### src/rtl/scoc_pkg.sv
// Shared types and constants for the split count occupancy chooser.
// Used by scoc_div and the top level split_count_occupancy_chooser.
// No dependencies.
`timescale 1ns / 1ps
`default_nettype none

package scoc_pkg;

    // Field and register widths.
    localparam int UNITS_W  = 16;
    localparam int BLOCKS_W = 16;
    localparam int CFG_W    = 8;
    localparam int SPLIT_W  = 8;
    localparam int CFG_IDX_W = 1;

    // Register indexes of the configuration port.
    localparam logic [CFG_IDX_W-1:0] REG_CORE_COUNT  = 1'b0;
    localparam logic [CFG_IDX_W-1:0] REG_SPLIT_LIMIT = 1'b1;

    localparam logic [CFG_W-1:0] CORE_COUNT_RESET  = 8'd40;
    localparam logic [CFG_W-1:0] SPLIT_LIMIT_RESET = 8'd128;
    localparam int SPLIT_CAP_DEFAULT = 128;

    // Ceiling divider: a 16-bit dividend plus a divisor less one needs 17 bits.
    localparam int DVD_W   = 17;
    localparam int DVS_W   = 8;
    localparam int STEP_W  = $clog2(DVD_W);

    // Efficiency terms. Scanning only happens when 5*units < 4*cores, so
    // units stays below 204 and units*s and cores*ceil(units*s/cores)
    // both fit in 16 bits for any split count up to 255.
    localparam int EFF_W  = 16;
    localparam int PROD_W = 2 * EFF_W;
    localparam int CMP_W  = PROD_W + 5;

    typedef struct packed {
        logic                 start;
        logic [BLOCKS_W-1:0]  dividend;
        logic [DVS_W-1:0]     divisor;
    } div_req_t;

    typedef struct packed {
        logic                 done;
        logic [DVD_W-1:0]     quotient;
    } div_rsp_t;

endpackage

`default_nettype wire

### src/rtl/split_count_occupancy_chooser.sv
// Split count occupancy chooser: one sequencer with a shared multiplier
// driving the bit-serial ceiling divider scoc_div. Uses scoc_pkg.
//
// Takes work_units and kv_blocks and returns the split count whose wave
// efficiency, units*s / (cores*ceil(units*s/cores)), is the first to reach
// 85 percent of the best over the eligible counts, all compared exactly.
// When 5*work_units >= 4*core_count, when work_units is zero, or when the
// scan range min(split_limit, core_count, kv_blocks, SPLIT_CAP) is empty,
// the answer is 1. Otherwise two scans run over that range; each visited
// count takes a serial ceiling division of kv_blocks, and each eligible
// count a second division, three passes through the multiplier and the
// compare. A new transaction is taken only while the sequencer is idle;
// the result sits in an output register, so the next transaction can be
// taken while it waits.
`timescale 1ns / 1ps
`default_nettype none

module split_count_occupancy_chooser #(
    parameter int SPLIT_CAP = scoc_pkg::SPLIT_CAP_DEFAULT
) (
    input  wire logic                            aclk,
    input  wire logic                            aresetn,
    input  wire logic                            cfg_we,
    input  wire logic [scoc_pkg::CFG_IDX_W-1:0]  cfg_index,
    input  wire logic [scoc_pkg::CFG_W-1:0]      cfg_wdata,
    input  wire logic                            s_valid,
    output logic                                 s_ready,
    input  wire logic [scoc_pkg::UNITS_W-1:0]    s_work_units,
    input  wire logic [scoc_pkg::BLOCKS_W-1:0]   s_kv_blocks,
    output logic                                 m_valid,
    input  wire logic                            m_ready,
    output logic [scoc_pkg::SPLIT_W-1:0]         m_split_count
);
    import scoc_pkg::*;

    typedef enum logic [3:0] {
        ST_IDLE,
        ST_CHECK,
        ST_BPS_START,
        ST_BPS_WAIT,
        ST_WDIV_START,
        ST_WDIV_WAIT,
        ST_MUL_DEN,
        ST_MUL_P1,
        ST_MUL_P2,
        ST_COMPARE,
        ST_ADVANCE,
        ST_FINISH
    } state_t;

    state_t               state_reg, state_next;
    logic [CFG_W-1:0]     core_count_reg, core_count_next;
    logic [CFG_W-1:0]     split_limit_reg, split_limit_next;
    logic [UNITS_W-1:0]   units_reg, units_next;
    logic [BLOCKS_W-1:0]  blocks_reg, blocks_next;
    logic                 pick_phase_reg, pick_phase_next;
    logic [SPLIT_W-1:0]   scan_index_reg, scan_index_next;
    logic [SPLIT_W-1:0]   top_reg, top_next;
    logic [BLOCKS_W-1:0]  prev_bps_reg, prev_bps_next;
    logic [EFF_W-1:0]     w_reg, w_next;
    logic [EFF_W-1:0]     k_reg, k_next;
    logic [EFF_W-1:0]     den_reg, den_next;
    logic [EFF_W-1:0]     best_num_reg, best_num_next;
    logic [EFF_W-1:0]     best_den_reg, best_den_next;
    logic [PROD_W-1:0]    p1_reg, p1_next;
    logic [PROD_W-1:0]    p2_reg, p2_next;
    logic                 m_valid_reg, m_valid_next;
    logic [SPLIT_W-1:0]   m_split_count_reg, m_split_count_next;

    logic [SPLIT_W:0]     top_calc;
    logic [UNITS_W+2:0]   five_units;
    logic [CFG_W+1:0]     four_cores;
    logic [EFF_W-1:0]     mul_a, mul_b;
    logic [PROD_W-1:0]    mul_p;
    logic [CMP_W-1:0]     lhs_scaled, rhs_scaled;
    logic [BLOCKS_W-1:0]  div_q;
    div_req_t             div_req;
    div_rsp_t             div_rsp;

    scoc_div u_div (
        .aclk    (aclk),
        .aresetn (aresetn),
        .req     (div_req),
        .rsp     (div_rsp)
    );

    assign div_q = div_rsp.quotient[BLOCKS_W-1:0];

    // The one multiplier, shared by the denominator and both cross products.
    always_comb begin
        mul_a = w_reg;
        mul_b = best_den_reg;
        case (state_reg)
            ST_MUL_DEN: begin
                mul_a = EFF_W'(core_count_reg);
                mul_b = k_reg;
            end
            ST_MUL_P2: begin
                mul_a = best_num_reg;
                mul_b = den_reg;
            end
            default: begin
                mul_a = w_reg;
                mul_b = best_den_reg;
            end
        endcase
    end

    assign mul_p = mul_a * mul_b;

    // 20*p1 against 17*p2 for the 85 percent test, by shifts and adds.
    assign lhs_scaled = (CMP_W'(p1_reg) << 4) + (CMP_W'(p1_reg) << 2);
    assign rhs_scaled = (CMP_W'(p2_reg) << 4) + CMP_W'(p2_reg);

    assign five_units = (UNITS_W+3)'(units_reg) * (UNITS_W+3)'(5);
    assign four_cores = {core_count_reg, 2'b00};

    always_comb begin
        top_calc = {1'b0, split_limit_reg};
        if ({1'b0, core_count_reg} < top_calc) begin
            top_calc = {1'b0, core_count_reg};
        end
        if (blocks_reg < BLOCKS_W'(top_calc)) begin
            top_calc = (SPLIT_W+1)'(blocks_reg);
        end
        if ((SPLIT_W+1)'(SPLIT_CAP) < top_calc) begin
            top_calc = (SPLIT_W+1)'(SPLIT_CAP);
        end
    end

    always_comb begin
        state_next         = state_reg;
        core_count_next    = core_count_reg;
        split_limit_next   = split_limit_reg;
        units_next         = units_reg;
        blocks_next        = blocks_reg;
        pick_phase_next    = pick_phase_reg;
        scan_index_next    = scan_index_reg;
        top_next           = top_reg;
        prev_bps_next      = prev_bps_reg;
        w_next             = w_reg;
        k_next             = k_reg;
        den_next           = den_reg;
        best_num_next      = best_num_reg;
        best_den_next      = best_den_reg;
        p1_next            = p1_reg;
        p2_next            = p2_reg;
        m_valid_next       = m_valid_reg && !m_ready;
        m_split_count_next = m_split_count_reg;
        div_req.start      = 1'b0;
        div_req.dividend   = blocks_reg;
        div_req.divisor    = scan_index_reg;

        if (cfg_we) begin
            unique case (cfg_index)
                REG_CORE_COUNT:  core_count_next  = cfg_wdata;
                REG_SPLIT_LIMIT: split_limit_next = cfg_wdata;
                default: ;
            endcase
        end

        unique case (state_reg)
            ST_IDLE: begin
                if (s_valid) begin
                    units_next  = s_work_units;
                    blocks_next = s_kv_blocks;
                    state_next  = ST_CHECK;
                end
            end
            ST_CHECK: begin
                top_next = top_calc[SPLIT_W-1:0];
                if (five_units >= (UNITS_W+3)'(four_cores) || units_reg == '0
                    || top_calc == '0) begin
                    scan_index_next = SPLIT_W'(1);
                    state_next      = ST_FINISH;
                end else begin
                    pick_phase_next = 1'b0;
                    scan_index_next = SPLIT_W'(1);
                    w_next          = EFF_W'(units_reg);
                    prev_bps_next   = '0;
                    best_num_next   = '0;
                    best_den_next   = EFF_W'(1);
                    state_next      = ST_BPS_START;
                end
            end
            ST_BPS_START: begin
                div_req.start = 1'b1;
                state_next    = ST_BPS_WAIT;
            end
            ST_BPS_WAIT: begin
                if (div_rsp.done) begin
                    prev_bps_next = div_q;
                    // Only counts that change the blocks per split are eligible.
                    if (scan_index_reg == SPLIT_W'(1) || div_q != prev_bps_reg) begin
                        state_next = ST_WDIV_START;
                    end else begin
                        state_next = ST_ADVANCE;
                    end
                end
            end
            ST_WDIV_START: begin
                div_req.start    = 1'b1;
                div_req.dividend = w_reg;
                div_req.divisor  = core_count_reg;
                state_next       = ST_WDIV_WAIT;
            end
            ST_WDIV_WAIT: begin
                if (div_rsp.done) begin
                    k_next     = div_q;
                    state_next = ST_MUL_DEN;
                end
            end
            ST_MUL_DEN: begin
                den_next   = mul_p[EFF_W-1:0];
                state_next = ST_MUL_P1;
            end
            ST_MUL_P1: begin
                p1_next    = mul_p;
                state_next = ST_MUL_P2;
            end
            ST_MUL_P2: begin
                p2_next    = mul_p;
                state_next = ST_COMPARE;
            end
            ST_COMPARE: begin
                state_next = ST_ADVANCE;
                if (!pick_phase_reg) begin
                    if (p1_reg > p2_reg) begin
                        best_num_next = w_reg;
                        best_den_next = den_reg;
                    end
                end else if (lhs_scaled >= rhs_scaled) begin
                    // The chosen count stays in scan_index_reg until it is loaded.
                    state_next = ST_FINISH;
                end
            end
            ST_ADVANCE: begin
                if (scan_index_reg == top_reg) begin
                    if (!pick_phase_reg) begin
                        pick_phase_next = 1'b1;
                        scan_index_next = SPLIT_W'(1);
                        w_next          = EFF_W'(units_reg);
                        prev_bps_next   = '0;
                        state_next      = ST_BPS_START;
                    end else begin
                        scan_index_next = SPLIT_W'(1);
                        state_next      = ST_FINISH;
                    end
                end else begin
                    scan_index_next = scan_index_reg + SPLIT_W'(1);
                    w_next          = w_reg + EFF_W'(units_reg);
                    state_next      = ST_BPS_START;
                end
            end
            ST_FINISH: begin
                if (!m_valid_reg || m_ready) begin
                    m_valid_next       = 1'b1;
                    m_split_count_next = scan_index_reg;
                    state_next         = ST_IDLE;
                end
            end
            default: state_next = ST_IDLE;
        endcase
    end

    always_ff @(posedge aclk) begin
        if (!aresetn) begin
            state_reg       <= ST_IDLE;
            core_count_reg  <= CORE_COUNT_RESET;
            split_limit_reg <= SPLIT_LIMIT_RESET;
            pick_phase_reg  <= 1'b0;
            m_valid_reg     <= 1'b0;
        end else begin
            state_reg       <= state_next;
            core_count_reg  <= core_count_next;
            split_limit_reg <= split_limit_next;
            pick_phase_reg  <= pick_phase_next;
            m_valid_reg     <= m_valid_next;
        end
        units_reg         <= units_next;
        blocks_reg        <= blocks_next;
        scan_index_reg    <= scan_index_next;
        top_reg           <= top_next;
        prev_bps_reg      <= prev_bps_next;
        w_reg             <= w_next;
        k_reg             <= k_next;
        den_reg           <= den_next;
        best_num_reg      <= best_num_next;
        best_den_reg      <= best_den_next;
        p1_reg            <= p1_next;
        p2_reg            <= p2_next;
        m_split_count_reg <= m_split_count_next;
    end

    assign s_ready       = (state_reg == ST_IDLE);
    assign m_valid       = m_valid_reg;
    assign m_split_count = m_split_count_reg;

    // A delivered split count is never zero.
    assert property (@(posedge aclk) disable iff (!aresetn)
        m_valid |-> m_split_count != '0)
        else $error("split count of zero presented");

    // While scanning, the split index stays within 1 .. top.
    assert property (@(posedge aclk) disable iff (!aresetn)
        (state_reg == ST_BPS_START || state_reg == ST_WDIV_START
         || state_reg == ST_COMPARE || state_reg == ST_ADVANCE)
        |-> (scan_index_reg != '0 && scan_index_reg <= top_reg))
        else $error("scan index out of range");

    // The best denominator is a product of positive terms, never zero.
    assert property (@(posedge aclk) disable iff (!aresetn)
        (state_reg == ST_MUL_P1 || state_reg == ST_COMPARE) |-> best_den_reg != '0)
        else $error("best efficiency denominator is zero");

    // A result is loaded only from the finish state.
    assert property (@(posedge aclk) disable iff (!aresetn)
        $rose(m_valid) |-> $past(state_reg == ST_FINISH))
        else $error("result raised outside the finish state");

endmodule

`default_nettype wire

### src/rtl/scoc_div.sv
// Bit-serial ceiling divider, one quotient bit per cycle.
// Computes ceil(dividend / divisor) for a nonzero divisor; uses scoc_pkg.
`timescale 1ns / 1ps
`default_nettype none

module scoc_div (
    input  wire logic               aclk,
    input  wire logic               aresetn,
    input  wire scoc_pkg::div_req_t req,
    output scoc_pkg::div_rsp_t      rsp
);
    import scoc_pkg::*;

    logic                busy_reg, busy_next;
    logic                done_reg, done_next;
    logic [STEP_W-1:0]   step_reg, step_next;
    logic [DVS_W-1:0]    rem_reg, rem_next;
    logic [DVS_W-1:0]    dvs_reg, dvs_next;
    logic [DVD_W-1:0]    dvd_reg, dvd_next;
    logic [DVS_W:0]      trial;

    // Restoring division; the quotient bits shift into the dividend register.
    always_comb begin
        busy_next = busy_reg;
        done_next = 1'b0;
        step_next = step_reg;
        rem_next  = rem_reg;
        dvs_next  = dvs_reg;
        dvd_next  = dvd_reg;
        trial     = {rem_reg, dvd_reg[DVD_W-1]};
        if (req.start) begin
            busy_next = 1'b1;
            step_next = '0;
            rem_next  = '0;
            dvs_next  = req.divisor;
            dvd_next  = DVD_W'(req.dividend) + DVD_W'(req.divisor) - DVD_W'(1);
        end else if (busy_reg) begin
            if (trial >= {1'b0, dvs_reg}) begin
                rem_next = DVS_W'(trial - {1'b0, dvs_reg});
                dvd_next = {dvd_reg[DVD_W-2:0], 1'b1};
            end else begin
                rem_next = trial[DVS_W-1:0];
                dvd_next = {dvd_reg[DVD_W-2:0], 1'b0};
            end
            step_next = step_reg + STEP_W'(1);
            if (step_reg == STEP_W'(DVD_W - 1)) begin
                busy_next = 1'b0;
                done_next = 1'b1;
            end
        end
    end

    always_ff @(posedge aclk) begin
        if (!aresetn) begin
            busy_reg <= 1'b0;
            done_reg <= 1'b0;
            step_reg <= '0;
        end else begin
            busy_reg <= busy_next;
            done_reg <= done_next;
            step_reg <= step_next;
        end
        rem_reg <= rem_next;
        dvs_reg <= dvs_next;
        dvd_reg <= dvd_next;
    end

    assign rsp.done     = done_reg;
    assign rsp.quotient = dvd_reg;

endmodule

`default_nettype wire

### config.mk
export PLATFORM = sky130hd
export DESIGN_NAME = split_count_occupancy_chooser
export DESIGN_NICKNAME = d
export VERILOG_FILES = /design/src/rtl/scoc_pkg.sv /design/src/rtl/split_count_occupancy_chooser.sv /design/src/rtl/scoc_div.sv
export SDC_FILE = /design/constraint.sdc
export NUM_CORES = 1
export LEC_CHECK = 0
export BUFFER_PORTS_ARGS = -buffer_cell sky130_fd_sc_hd__clkbuf_2
export CAP_MARGIN = 20
export CORE_UTILIZATION = 60
export CTS_CLUSTER_SIZE = 20
export DETAILED_ROUTE_END_ITERATION = 10
export PLACE_DENSITY = 0.78
export SLEW_MARGIN = 0
export SYNTH_ARGS = -nofsm -noshare
export SYNTH_HDL_FRONTEND = slang
export SYNTH_SLANG_ARGS = --single-unit
### constraint.sdc
create_clock -name aclk -period 26.7 [get_ports aclk]
set_input_delay 1.335 -clock aclk [delete_from_list [all_inputs] [get_ports aclk]]
set_output_delay 1.335 -clock aclk [all_outputs]
set_load 0.05 [all_outputs]
==> key figures, run 1 <==
Route
  • Antenna-violating nets left: 0
  • Drt first-iter violations: 1,562
  • Routed WL: 72,490 um
  • First drt pass iteration count: 6
  • Vias: 21,060
  • Wirelength per Cell: 20.79 um
  • Vias per cell: 6.040
  • # DRC: 0

Worst hold path
  • Worst Hold End: u_div.rem_reg[7]$_SDFFE_PN0P_
  • Worst min path class: reg -> reg
  • Hold path start: u_div.rem_reg[7]$_SDFFE_PN0P_
  • Hold path cells: 2

Run status
  • Status: completed

Timing
  • Final Hold Vio Count: 0
  • Final Cycle Share: 33.30%
  • Setup TNS: 0 ns
  • Worst Tran Pin Value: 1.021 ns
  • Max Clock Freq: 112.5 MHz
  • Setup violators final: 0
  • Worst rel slew slack: 31.08%
  • RSZ-0062 raised after global routing: false
  • Clk_skew: 0.02454 ns
  • Max-slew violation count: 0
  • Final Critical Period: 8.892 ns

Critical path
  • Critical path startpoint category: flop
  • Critical Path Sink Type: flop
  • CP Class: reg -> reg
  • RR Endpoint: p2_reg[30]$_DFFE_PN_
  • CP max FO: 41
  • R2R Setup Slk: 17.81 ns
  • Worst stage delay on the critical path: 0.81 ns
  • CP max-delay cell: nor2_4
  • CP Buf/Inv Count: 5
  • Worst path required time: 27.11 ns
  • Worst reg2reg startpoint: state_reg[2]$_SDFFE_PN0P_
  • Cell family with most CP delay: adder cells
  • Most frequent CP cell: fa_1
  • R2R depth: 26
  • Arr. time, crit path: 9.31 ns

Synthesis
  • Sequential area share after synthesis: 29.66%
  • Post-synth top area share: 26.91%
  • Async SR Flop Fraction: 0%
  • Mean Syn Cell Area: 9.464 um^2
  • Primary FF master, synth: edfxtp_1
  • Cell with the most instances after synthesis: inv_1
  • Top cells by count, synth: 373 x inv_1, 333 x nand2_1, 329 x ha_1
  • Syn Nets: 3,417
  • Cell count after synthesis: 2,842
  • Distinct cell type count after synthesis: 76
  • YS warnings: 0
  • Number of enable-type register cells in the synthesized netlist: 241
  • Yosys reg bits: 278
  • Largest area contributor in the netlist: edfxtp_1
  • Area contributors post-synth: edfxtp_1 27%, ha_1 15%, fa_1 15%
  • Mapped cell area: 26,900 um^2

Finish
  • Filler Cell Count: 3,523
  • Diodes inserted: 0
  • Layout cells sized above 1: 5.320%
  • NumNets Final: 3,446
  • Area Growth Syn to Fin: 7.024%

Run
  • Max Cap Viol: 0

Place
  • IO buf count: 55
  • Final RePlAce weighted congestion: 0.9612
  • Dpl hpwl: 57,110 um

Clocking
  • H-tree Lvls: 1
  • Clock sinks: 278
  • CTS buffer count: 30
  • Clk buf depth: 3
  • Postcts setup bufs: 0
  • Clock slew at reported path FFs: 0.06 ns
  • CTS tree: done
  • Clock latency on the worst-skew pair: 0.60 ns
  • Post-CTS sizing: 0
  • CTS root buf: clkbuf_16
  • Hold Buf Count CTS: 0

Die
  • Die height: 213.7 um
  • Die X-Extent: 213.7 um
  • IO Pins: 56
  • Core Region: 44,220 um^2
  • Die area: 45,680 um^2
  • Starting Density: 60.82%
  • Row count: 77

GRT
  • Antenna violations before repair: 2
  • Pin count of the biggest net entering global routing: 74
  • Gr usage total: 32.14%
  • First-pass GRT wire length: 112,000 um
  • Vias in the first global route: 20,880
  • Final global-route overflow total: 0
final cells by class:
type	instances	area (um^2)	area share, %
clock buffer	39	784.5	2.725
clock inverter	17	203.9	0.7085
inverter	374	1404	4.877
multi-input combinational	2116	17270	60.00
sequential	278	7978	27.71
tap	592	740.7	2.573
timing repair buffer	71	402.9	1.400
cell families (layout without fill, tap and decap cells):
family	after synthesis	after routing	synth area share [%]
AO/OA/AOI/OAI	536	536	13.15
XOR/XNOR	133	133	4.331
adder cells (fa/ha/maj)	529	529	30.19
buffers and inverters	448	501	6.252
flip-flops	278	278	29.66
multiplexers	33	33	1.270
AND/OR/NAND/NOR	885	885	15.15
worst reg2reg max path, delay by kind of cell (launching register included):
family	cells	cell delay (ns)
AO/OA/AOI/OAI	6	1.03
adder cells (fa/ha/maj)	7	3.51
buffers and inverters	5	0.50
flip-flops	1	0.51
AND/OR/NAND/NOR	8	3.17
metrics by stage:
step | hold WS (ns) | cells | utilization, % | area [um^2] | worst slack, ns
2_1_floorplan | 0.4244 | 2842 | - | 26900 | 18.27
3_3_place_gp | 0.4419 | 3429 | 62.81 | 27780 | 17.77
3_5_place_dp | 0.4549 | 3430 | 62.84 | 27790 | 17.94
4_1_cts | 0.4671 | 3486 | 65.07 | 28780 | 17.91
5_1_grt | 0.4879 | 3487 | 65.10 | 28790 | 17.27
6_report | 0.4696 | 3487 | 65.10 | 28790 | 17.81
placed cells by master (no fill, tap or decap), types with 50 or more instances in the layout:
cell / synthesis / final
inv_1: 373 / 373
nand2_1: 333 / 333
ha_1: 329 / 329
edfxtp_1: 241 / 241
nor2_1: 226 / 222
fa_1: 200 / 200
a21oi_1: 132 / 132
o21ai_0: 84 / 84
xnor2_1: 80 / 80
and2_1: 77 / 77
clkbuf_2: 0 / 55
xor2_1: 53 / 53
nand3_1: 50 / 50
a21o_1: 50 / 50
metal layers:
layer  vias to the layer above  share of wire, %  GRT usage, %
li1                       9848                 -             -
met2                       829                48         55.40
met5                         -             0.037             0
met4                         4               4.7         13.67
met3                       205               7.4         5.609
met1                     10170                40         39.73
how the worst max path moves through the flow:
| stage | start | depth (start not counted) | slack [ns] | to |
|---|---|---|---|---|
| final | state_reg[2]$_SDFFE_PN0P_ | 26 | 17.81 | p2_reg[30]$_DFFE_PN_ |
| after global placement | state_reg[2]$_SDFFE_PN0P_ | 25 | 17.77 | p1_reg[30]$_DFFE_PN_ |
| after global routing | state_reg[3]$_SDFFE_PN0P_ | 28 | 17.27 | p1_reg[28]$_DFFE_PN_ |
| after CTS | state_reg[2]$_SDFFE_PN0P_ | 27 | 17.91 | p1_reg[28]$_DFFE_PN_ |
| after detailed placement | state_reg[2]$_SDFFE_PN0P_ | 26 | 17.94 | p1_reg[30]$_DFFE_PN_ |
| after floorplan | state_reg[2]$_SDFFE_PN0P_ | 26 | 18.27 | p1_reg[30]$_DFFE_PN_ |
Power of run 1 is left out: the tool's default activity adds up to more than one toggle a clock period on the data nets, which glitch-free logic cannot reach.
==> inputs of run 2 (changes only) <==
ABC_AREA = 1   (was not set)
clock period = 8.3 ns   (was 26.7 ns; I/O delays follow)
==> run 2 against run 1 <==
  * Die area fell by 1.8%
  * Worst setup slack got worse by 17 ns
  * Final cell count increased by 6.2%
  * Sequential cell count is the same
  * Synthesized area is 1.8% lower
  * Sequential share of layout area up 0.11 points
  * Via count decreased by 0.53%
  * Critical path depth up 7
  * Highest routed layer is now met4
  * Global-route usage is 1.1 points lower
  * Fmax rose by 15%
  * Final area down 0.39%
  * Wire length shrank 7.1%
==> key figures, run 2 <==
Critical path
  • Worst stage delay on the critical path: 0.56 ns
  • Worst path required time: 8.61 ns
  • CP max-delay cell: fa_1
  • Most frequent CP cell: inv_1
  • Critical path startpoint category: flop
  • CP startpoint: state_reg[1]$_SDFFE_PN0P_
  • CP Class: reg -> reg
  • CP max FO: 25
  • Worst reg2reg startpoint: state_reg[1]$_SDFFE_PN0P_
  • Critical Path Sink Type: flop
  • Arr. time, crit path: 8.05 ns

Route
  • # DRC: 0
  • First drt pass iteration count: 6
  • Vias: 20,950
  • Antenna-violating nets left: 0
  • Drt first-iter violations: 1,399
  • Wirelength per Cell: 18.19 um
  • Routed WL: 67,380 um
  • Vias per cell: 5.657

Synthesis
  • Sequential area share after synthesis: 30.19%
  • Async SR Flop Fraction: 0%
  • Post-synth top area share: 27.39%
  • Number of enable-type register cells in the synthesized netlist: 241
  • YS warnings: 0
  • Cell with the most instances after synthesis: inv_1
  • Area contributors post-synth: edfxtp_1 27%, ha_1 16%, fa_1 15%
  • Distinct cell type count after synthesis: 62
  • Cell count after synthesis: 3,006
  • Syn Nets: 3,581
  • Mapped cell area: 26,420 um^2
  • Primary FF master, synth: edfxtp_1
  • Mean Syn Cell Area: 8.790 um^2
  • Largest area contributor in the netlist: edfxtp_1
  • Top cells by count, synth: 568 x inv_1, 498 x nand2_1, 329 x ha_1
  • Yosys reg bits: 278

Clocking
  • Clock sinks: 278
  • Clock slew at reported path FFs: 0.07 ns
  • CTS root buf: clkbuf_16
  • Postcts setup bufs: 0
  • CTS buffer count: 29
  • Hold Buf Count CTS: 0
  • H-tree Lvls: 1
  • Clock latency on the worst-skew pair: 0.57 ns
  • CTS tree: done
  • Clk buf depth: 3

Run
  • Max Cap Viol: 0

Timing
  • Clk_skew: 0.02150 ns
  • Max Clock Freq: 129.2 MHz
  • Final Hold Vio Count: 0
  • Final Cycle Share: 93.26%
  • Setup violators final: 0
  • Final Critical Period: 7.741 ns
  • RSZ-0062 raised after global routing: false
  • Worst Tran Pin Value: 1.027 ns
  • Setup TNS: 0 ns
  • PnR worst setup slack: 0.5592 ns
  • Worst rel slew slack: 31.27%
  • Max-slew violation count: 0

GRT
  • Gr usage total: 31.02%
  • Antenna violations before repair: 1
  • First-pass GRT wire length: 108,500 um
  • Pin count of the biggest net entering global routing: 41
  • Vias in the first global route: 21,270
  • Final global-route overflow total: 0

Place
  • Final RePlAce weighted congestion: 0.9585
  • Pre-CTS setup slack: 0.5238 ns
  • IO buf count: 55
  • Dpl hpwl: 54,960 um

Run status
  • Status: completed

Worst hold path
  • Worst min path class: in -> reg
  • Hold path start: s_kv_blocks[15]

Die
  • Die height: 211.8 um
  • IO Pins: 56
  • Starting Density: 61.07%
  • Core Region: 43,270 um^2
  • Die area: 44,880 um^2
  • Row count: 76
  • Die X-Extent: 211.8 um

Finish
  • Layout cells sized above 1: 7.443%
  • Most common cell after layout, fill and taps aside: inv_1
  • NumNets Final: 3,669
  • Area Growth Syn to Fin: 8.524%
  • Most frequent cells in the layout: 568 x inv_1, 498 x nand2_1, 329 x ha_1, 264 x nor2_1, 241 x edfxtp_1
  • Filler Cell Count: 3,484
-- run 2: cell types whose count changed after synthesis, moves of 21 or more --
cell,previous run,this run
inv_1,373,568
nand2_1,333,498
a21oi_1,132,229
and2_1,77,2
o21ai_0,84,146
nor2_1,226,268
a21o_1,50,11
clkbuf_1,69,35
a22oi_1,31,0
xnor2_1,80,51
mux2i_1,27,1
xor2_1,53,78
nor3_1,44,21
nor2b_1,21,0
-- run 2: layout make-up --
type / instances / area [um^2] / share of cell area [%]
multi-input cells: 2101 / 16100 / 56.16
flip-flops and latches: 278 / 7978 / 27.82
inverters: 580 / 2177 / 7.593
clock buffers: 35 / 788.3 / 2.749
well taps: 585 / 732.0 / 2.553
repair buffers: 104 / 683.2 / 2.383
clock inverters: 19 / 209.0 / 0.7287
diodes: 1 / 2.502 / 0.008727
-- run 2: layer usage --
metal / GRT usage, % / vias to the layer above / part of all wire, %
li1: - / 9986 / -
met4: 13.32 / 0 / 4.7
met2: 55.56 / 731 / 50
met1: 37.63 / 10050 / 39
met5: 0 / - / 0
met3: 3.560 / 182 / 6.0
-- run 2: path summary, 6_finish.rpt --
| kind | end | slack, ns | cells past startpoint |
|---|---|---|---|
| worst max-delay path | p1_reg[29]$_DFFE_PN_ | 0.56 | 33 |
| worst min-delay path | blocks_reg[15]$_DFFE_PP_ | 0.02 | 1 |
| worst max register to register | p1_reg[29]$_DFFE_PN_ | 0.56 | 33 |
| worst min register to register | k_reg[6]$_DFFE_PP_ | 0.46 | 0 |
-- run 2: timing repair --
action                                  4_1_cts  5_1_grt
endpoints found under the hold margin         0        0
endpoints found under the setup margin        0        4
gates resized for setup                       0        1
-- run 2: per-stage QoR --
| step | util [%] | hold slack [ns] | cell area (um^2) | std cells |
|---|---|---|---|---|
| 3_3_place_gp | 63.86 | 0.4409 | 27630 | 3646 |
| 2_1_floorplan | - | 0.4264 | 26420 | 3006 |
| 3_5_place_dp | 63.86 | 0.4433 | 27630 | 3646 |
| 6_report | 66.27 | 0.02224 | 28670 | 3703 |
| 5_1_grt | 66.27 | 0.009265 | 28670 | 3702 |
| 4_1_cts | 66.17 | 0.006977 | 28630 | 3700 |
-- run 2: logic make-up (layout without fill, tap and decap cells) --
logic type,Yosys count,after routing,share of synthesized area [%]
buffers and inverters,627,738,8.997
AND/OR/NAND/NOR,913,913,14.15
other,0,1,0
adder cells (fa/ha/maj),529,529,30.73
AO/OA/AOI/OAI,529,529,11.61
flip-flops,278,278,30.19
XOR/XNOR,129,129,4.276
multiplexers,1,1,0.03789
-- run 2: worst max-delay path, delay by kind of cell (launching register included) --
| family | cells | cell delay (ns) |
|---|---|---|
| xor gates and xnor gates | 1 | 0.17 |
| DFF | 1 | 0.38 |
| buffers and inverters | 11 | 1.28 |
| AOI/OAI and AO/OA | 8 | 1.28 |
| and+or+nand+nor | 6 | 0.87 |
| adders and majority gates | 7 | 3.49 |
Power of run 2 is left out for the same reason.
==> inputs of run 3 (changes only) <==
CORE_MARGIN = 4   (was not set)
==> run 3 against run 2 <==
  * Global-route usage is 1.5 points lower
  * Wire length is 3.0% higher
  * Worst setup slack worse by 0.17 ns
  * Worst hold slack better by 0.059 ns
  * First-iteration DRC count is 8.4% higher
  * Sequential cell count stayed put
  * Via count is 0.66% higher
  * Final area is 1.1% higher
  * Register-to-register slack worse by 0.17 ns
==> key figures, run 3 (same netlist as run 2, synthesis figures left out) <==
Die
  • Die area: 47,460 um^2
  • Core Region: 43,270 um^2
  • Row count: 76
  • IO Pins: 56
  • Die X-Extent: 217.8 um
  • Starting Density: 61.07%
  • Die height: 217.8 um

Critical path
  • CP max-delay cell: nor2_2
  • R2R depth: 28
  • Worst path required time: 8.60 ns
  • RR Endpoint: p1_reg[29]$_DFFE_PN_
  • CP Class: reg -> reg
  • CP max FO: 16
  • Critical Path Sink Type: flop
  • Worst stage delay on the critical path: 0.70 ns
  • R2R Setup Slk: 0.38 ns
  • Critical path startpoint category: flop
  • Worst reg2reg startpoint: state_reg[0]$_SDFFE_PN0P_
  • CP Buf/Inv Count: 7
  • Arr. time, crit path: 8.21 ns
  • Cell family with most CP delay: adder cells

Timing
  • Clk_skew: 0.03329 ns
  • RSZ-0062 raised after global routing: false
  • Worst Tran Pin Value: 1.084 ns
  • Max-slew violation count: 0
  • Final Cycle Share: 95.37%
  • Max Clock Freq: 126.3 MHz
  • Final Hold Vio Count: 0
  • Setup TNS: 0 ns
  • Worst rel slew slack: 27.64%
  • Setup violators final: 0
  • Final Critical Period: 7.916 ns

Clocking
  • Clock latency on the worst-skew pair: 0.59 ns
  • Clock slew at reported path FFs: 0.06 ns
  • CTS tree: done
  • Postcts setup bufs: 0
  • CTS buffer count: 31
  • Clk buf depth: 3
  • H-tree Lvls: 1
  • CTS root buf: clkbuf_16
  • Clock sinks: 278

Worst hold path
  • Worst min path class: in -> reg
  • Hold path cells: 3
  • Worst Hold End: core_count_reg[5]$_SDFFE_PN1P_
  • Hold path start: cfg_wdata[5]

Run
  • Max Cap Viol: 0

Route
  • Vias: 21,090
  • # DRC: 0
  • Wirelength per Cell: 18.59 um
  • Vias per cell: 5.649
  • Antenna-violating nets left: 0
  • Routed WL: 69,410 um
  • First drt pass iteration count: 6
  • Drt first-iter violations: 1,517

GRT
  • First-pass GRT wire length: 111,700 um
  • Pin count of the biggest net entering global routing: 34
  • Vias in the first global route: 21,980
  • Gr usage total: 29.52%
  • Antenna violations before repair: 0
  • Final global-route overflow total: 0

Finish
  • Most frequent cells in the layout: 567 x inv_1, 498 x nand2_1, 329 x ha_1, 264 x nor2_1, 241 x edfxtp_1
  • NumNets Final: 3,698
  • Area Growth Syn to Fin: 9.731%
  • Layout cells sized above 1: 7.370%
  • Diodes inserted: 0
  • Final Core Density: 67.01%
  • Most common cell after layout, fill and taps aside: inv_1

Place
  • Final RePlAce weighted congestion: 0.9598
  • Dpl hpwl: 55,390 um
  • IO buf count: 55

Run status
  • Status: completed
==> run 3: changes by cell type in the layout (fill, tap and decap cells not counted), moves of 2 or more <==
cell and change:
clkinvlp_4 -2, inv_4 +4, dlygate4sd3_1 +32, clkbuf_8 +4
clkbuf_16 +4, clkinv_4 -3, clkbuf_4 +3, clkinv_2 -2
clkbuf_2 +2, inv_6 -4, buf_4 -2, bufinv_16 -3
==> run 3: area by class of cell <==
| cell class | count | area, um^2 |
|---|---|---|
| inverters | 580 | 2177 |
| clock inverters | 10 | 77.57 |
| flip-flops and latches | 278 | 7978 |
| multi-input cells | 2101 | 16120 |
| repair buffers | 131 | 929.6 |
| clock buffers | 48 | 975.9 |
| fillers | 3447 | 14270 |
| well taps | 585 | 732.0 |
==> run 3: worst max path at each step <==
stage | from | to | slack (ns) | cells past startpoint
2_1_floorplan | state_reg[3]$_SDFFE_PN0P_ | p1_reg[29]$_DFFE_PN_ | 0.85 | 31
3_3_place_gp | state_reg[3]$_SDFFE_PN0P_ | p1_reg[29]$_DFFE_PN_ | 0.65 | 28
3_5_place_dp | state_reg[3]$_SDFFE_PN0P_ | p1_reg[29]$_DFFE_PN_ | 0.46 | 28
4_1_cts | state_reg[3]$_SDFFE_PN0P_ | p1_reg[29]$_DFFE_PN_ | 0.42 | 28
5_1_grt | state_reg[0]$_SDFFE_PN0P_ | p2_reg[31]$_DFFE_PN_ | 0.02 | 28
6_report | state_reg[0]$_SDFFE_PN0P_ | p1_reg[29]$_DFFE_PN_ | 0.38 | 28
==> run 3: stage by stage <==
| step | setup WS [ns] | instance area [um^2] | instances | hold WS [ns] |
|---|---|---|---|---|
| after floorplan | 0.8507 | 26420 | 3006 | 0.4264 |
| after global placement | 0.6506 | 27600 | 3642 | 0.4449 |
| after detailed placement | 0.4558 | 27600 | 3642 | 0.4425 |
| after CTS | 0.4211 | 28970 | 3732 | 0.05039 |
| after global routing | 0.01763 | 28990 | 3733 | 0.09790 |
| final | 0.3844 | 28990 | 3733 | 0.08090 |
==> run 3: per-layer routing <==
layer	up-vias	share of wire (%)	global-route usage, %
li1	10060	-	-
met1	10210	40	36.04
met2	634	50	53.24
met3	191	5.0	3.553
met4	0	5.0	11.99
met5	-	0	0
==> run 3: worst min-delay path, delay by kind of cell <==
kind | cells | cell delay, ns
compound gates | 1 | 0.06
simple gates | 1 | 0.05
buf+inv | 1 | 0.10
==> run 3: repair_timing <==
| item | in CTS | in global routing |
|---|---|---|
| setup endpoints to repair | 0 | 4 |
| endpoints found under the hold margin | 32 | 0 |
| gates resized for setup | 0 | 2 |
| hold buffers | 32 | 0 |
Power of run 3 is left out for the same reason.
